File: src/tsr_pkg.sv
// ----------------------------------------------------------------------------
// tsr_pkg
// shared types and constants of the timestamp record sorter
// ----------------------------------------------------------------------------
package tsr_pkg;

    localparam int MAX_RECORDS = 64;
    localparam int CNT_W       = $clog2(MAX_RECORDS + 1);
    localparam int KEY_W       = 64;
    localparam int REC_W       = 64;

    localparam logic REQ_LOAD = 1'b0;
    localparam logic REQ_POP  = 1'b1;

    typedef enum logic [1:0] {
        ST_ACCEPTED = 2'd0,
        ST_DROPPED  = 2'd1,
        ST_RETURNED = 2'd2,
        ST_EMPTY    = 2'd3
    } t_status;

    typedef struct packed {
        logic [REC_W-1:0] rec;
        logic [KEY_W-1:0] key;
    } t_slot;

    typedef struct packed {
        logic load;
        logic pop;
    } t_cell_ctrl;

endpackage

File: src/tsr_cell.sv
// ----------------------------------------------------------------------------
// tsr_cell
// one slot of the sorted chain: compares against the broadcast key and
// shifts right on insert or left on pop
// ----------------------------------------------------------------------------
module tsr_cell (
    input  logic                            i_clk,
    input  tsr_pkg::t_cell_ctrl             i_ctrl,
    input  logic [tsr_pkg::KEY_W-1:0]       i_new_key,
    input  tsr_pkg::t_slot                  i_new_slot,
    input  logic                            i_occ,
    input  logic                            i_prev_occ,
    input  logic                            i_prev_gt,
    input  tsr_pkg::t_slot                  i_prev_slot,
    input  tsr_pkg::t_slot                  i_next_slot,
    output logic                            o_gt,
    output tsr_pkg::t_slot                  o_slot
);

    tsr_pkg::t_slot r_slot;
    tsr_pkg::t_slot n_slot;
    logic           w_take_new;

    assign o_gt       = i_occ && (r_slot.key > i_new_key);
    assign w_take_new = i_prev_occ && !i_prev_gt && (!i_occ || o_gt);
    assign o_slot     = r_slot;

    always_comb begin
        n_slot = r_slot;
        priority if (i_ctrl.load) begin
            priority if (i_prev_gt) begin
                n_slot = i_prev_slot;
            end else if (w_take_new) begin
                n_slot = i_new_slot;
            end else begin
                n_slot = r_slot;
            end
        end else if (i_ctrl.pop) begin
            n_slot = i_next_slot;
        end else begin
            n_slot = r_slot;
        end
    end

    always_ff @(posedge i_clk) begin
        r_slot <= n_slot;
    end

endmodule
File: config.mk
export PLATFORM = sky130hd
export DESIGN_NAME = tsr_cell
export DESIGN_NICKNAME = d
export VERILOG_FILES = /design/src/tsr_pkg.sv /design/src/tsr_cell.sv
export SDC_FILE = /design/constraint.sdc
export NUM_CORES = 1
export LEC_CHECK = 0
export ABC_CLOCK_PERIOD_IN_PS = 9100
export BUFFER_PORTS_ARGS = -buffer_cell sky130_fd_sc_hd__buf_2
export CAP_MARGIN = 0
export CORE_AREA = 2 2 225 227
export CTS_CLUSTER_DIAMETER = 120
export DETAILED_ROUTE_END_ITERATION = 12
export DIE_AREA = 0 0 227 229
export SYNTH_ARGS = -nofsm -noshare
export SYNTH_HDL_FRONTEND = slang
export SYNTH_SLANG_ARGS = --single-unit
export TNS_END_PERCENT = 20
File: constraint.sdc
create_clock -name i_clk -period 9.1 [get_ports i_clk]
set_clock_uncertainty 0.1 [all_clocks]
set_input_delay 1.82 -clock i_clk [delete_from_list [all_inputs] [get_ports i_clk]]
set_output_delay 1.82 -clock i_clk [all_outputs]
set_load 0.01 [all_outputs]
==> impl_results.md <==
* Slew HR at 33.31%
* Post-Synth Adder-Cell Area at 9.929%
* CP required at 7.18 ns
* Initial antenna violation count at 9
* Hold bufs inserted after CTS at 0
* Non-filler instance count after layout at 2043
* Clock network power share at 36.4%
* TritonCTS buffer count at 17
* Max Root-Sink Buffers at 2
* Seq/Total Area, Yosys at 47.66%
* Unrepaired setup endpoints after global routing: false
* Finish-stage setup viols at 0
* Outcome: completed
* Initial Util at 16.24%
* Pin count of the biggest net entering global routing at 105
* Die ar. at 51980 um^2
* Post_cts resized at 0
* Yosys cell types at 33
* Synthesis Warnings at 0
* Most frequent cells in the layout: 580 x buf_2, 153 x a21oi_1, 135 x nor2_1
* IO buf count at 582
* Clk sinks at 128
* Final min period at 6.122 ns
* Final Util at 24.82%
* Worst EP arrival at 4.20 ns
* Net Count, Synth at 1307
* Ports at 583
* Vias per cell at 3.964
* Avg Cell Area, Syn at 10.22 um^2
* Largest family of logic cells by synthesized area: multiplexers
* Worst-path cell chain: buf_2 -> inv_1 -> ha_1 -> nand4_1 -> nor4_1 -> nand3_1 -> o221ai_1 -> a2111oi_2 -> nor2_1 -> and2_1 -> buf_2
* Commonest non-fill, non-tap cell in the layout: buf_2
* Max-Cap Viols at 0
* CP peak stage delay at 0.51 ns
* #FFs+latches synth at 128
* Area grow syn2layout at 52.81%
* Drt pass-1 iters at 5
* Max reg flops at 128
* Vias in the first global route at 7990
* Sequential power share at 39.9%
* Dpl hpwl at 27.61 mm
* Wirelength per Cell at 16.11 um
* Vias post-DR at 8098
* CTS H-Tree Depth at 4
* GPL Wtd Cong at 0.9062
* Clk Latency, worst-skew pair at 0.46 ns
* CP Max Fanout at 3
* Final #Nets at 1869
* Postcts setup bufs at 0
* Row count at 82
* Final wirelength at 32.92 mm
* Largest vdd supply drop at 0.1104 mV
* Post-Synth XOR/XNOR Area at 0%
* Slew Limit Fails at 0
* Critical Path Most Common Cell: buf_2
* TritonCTS clock tree: yes
* Crit Path Class: in2out
* Setup crit end kind: output pin
* Critical Path Slowest Stage Cell: nor4_1
* First-pass GRT wire length at 45.38 mm
* Chip height at 229 um
* Mapped cell area at 8065 um^2
* Synth Instances at 789
* Antenna-violating nets left at 0
* GR Overflow Total at 0
* Pwr Density at 154.9 nW/um^2
* Slew @ Worst Pin at 1.000 ns
* Mux cell area share after synthesis at 15.89%
* Inst Count DP at 2004
* GR Util All Layers at 12.12%
* Final Hold Fails at 0
* Final Cycle Share at 67.27%
* CTS root buf: clkbuf_16
* Static Leak at 6.046 nW
* Highest Clock Rate at 163.4 MHz
* Total negative slack at 0 ns
* CP Launch Type: input pin
* Worst Hold Class: in2reg
* Die W at 227 um
* Net Switching at 0.0005736 W
* Post-Synth Simple-Gate Area at 9.432%
* Share of layout cells above drive strength 1 at 45.53%
* Share of total power in combinational logic at 23.7%
* Core box area at 49660 um^2
* DRC at 0
* Clk pin slew, worst setup/hold paths at 0.06 ns
* Number of DRC markers in iteration 0 at 292
* Switch share at 30.05%
* Power Internal at 0.001335 W
* Synth Area in Compound Gates at 11.98%
[stage by stage]
step           setup WS (ns)  power [W]  hold WS, ns  cell area, um^2
3_5_place_dp           2.901   0.001236        1.833            11720
4_1_cts                2.889   0.001955        1.521            12310
3_3_place_gp           2.912   0.001226        1.811            11720
5_1_grt                2.829   0.002017        1.560            12320
6_report               2.978   0.001909        1.584            12320
2_1_floorplan          2.440  0.0009875        1.946             8065
[kinds of logic (layout without fill, tap and decap cells)]
| family | count (synthesis) | after routing |
|---|---|---|
| other | 0 | 7 |
| flip-flops | 128 | 128 |
| adder cells (fa/ha/maj) | 64 | 64 |
| AND/OR/NAND/NOR | 181 | 181 |
| AO/OA/AOI/OAI | 179 | 179 |
| multiplexers | 128 | 128 |
| buffers and inverters | 109 | 684 |
[critical path: cells and delay by family]
family / cells / cell delay [ns]
fa+ha+maj: 1 / 0.31
buf+inv: 3 / 0.25
compound gates: 2 / 0.43
simple gates: 5 / 1.38
[power by group through the flow]
stage / registers [W] / clock network (W) / logic (W)
6_report: 0.000762 / 0.000696 / 0.000452
5_1_grt: 0.000769 / 0.000749 / 0.000499
4_1_cts: 0.000764 / 0.000730 / 0.000461
3_5_place_dp: 0.000776 / 0 / 0.000460
3_3_place_gp: 0.000775 / 0 / 0.000452
2_1_floorplan: 0.000802 / 0 / 0.000185
[cell type report]
cell class	count	area, um^2
fill	5431	37330
sequential	128	3844
multi-input combinational	552	3816
timing repair buffer	587	2978
tap	672	840.8
clock buffer	17	425.4
inverter	65	244.0
clock inverter	15	158.9
antenna	7	17.52
[path summary, 6_finish.rpt]
kind                                       from           to  slack (ns)  cells past startpoint
worst min-delay path            i_next_slot[62]   o_slot[62]        1.58                      3
worst max-delay path              i_new_key[47]         o_gt        2.98                     11
worst min register to register        o_slot[1]   o_slot[22]        1.75                      7
worst max register to register       o_slot[46]  o_slot[111]        4.79                      9
[synthesized netlist by cell type (all sizes together)]
cell type / instances / area [um^2]
and2: 2 / 12.52
nor2: 135 / 506.7
clkbuf: 31 / 116.4
mux2i: 128 / 1281
and4: 5 / 43.79
o21a: 2 / 15.01
nor3: 2 / 10.01
o211ai: 2 / 15.01
inv: 65 / 244.0
a221o: 2 / 20.02
nand3: 7 / 35.03
nand4: 10 / 62.56
nor2b: 1 / 6.260
edfxtp: 128 / 3844
ha: 64 / 800.8
o21ai: 8 / 40.03
nand2: 15 / 56.30
a211oi: 1 / 7.510
buf: 13 / 52.55
nor4: 2 / 12.51
a21oi: 153 / 765.7
nand3b: 1 / 7.510
o22ai: 1 / 6.260
a221oi: 3 / 32.53
a21bo: 1 / 10.01
a2111oi: 1 / 15.01
a21o: 4 / 30.03
nor3b: 1 / 7.510
o221ai: 1 / 8.760
[layer usage]
metal | up-vias | track usage, % | wire length, um
met4 | 0 | 5.392 | 1235
li1 | 3995 | - | -
met1 | 3642 | 12.55 | 12750
met3 | 52 | 3.489 | 2383
met2 | 409 | 22.41 | 16550
met5 | - | 0 | 0
(Power assumes the default switching activity.)
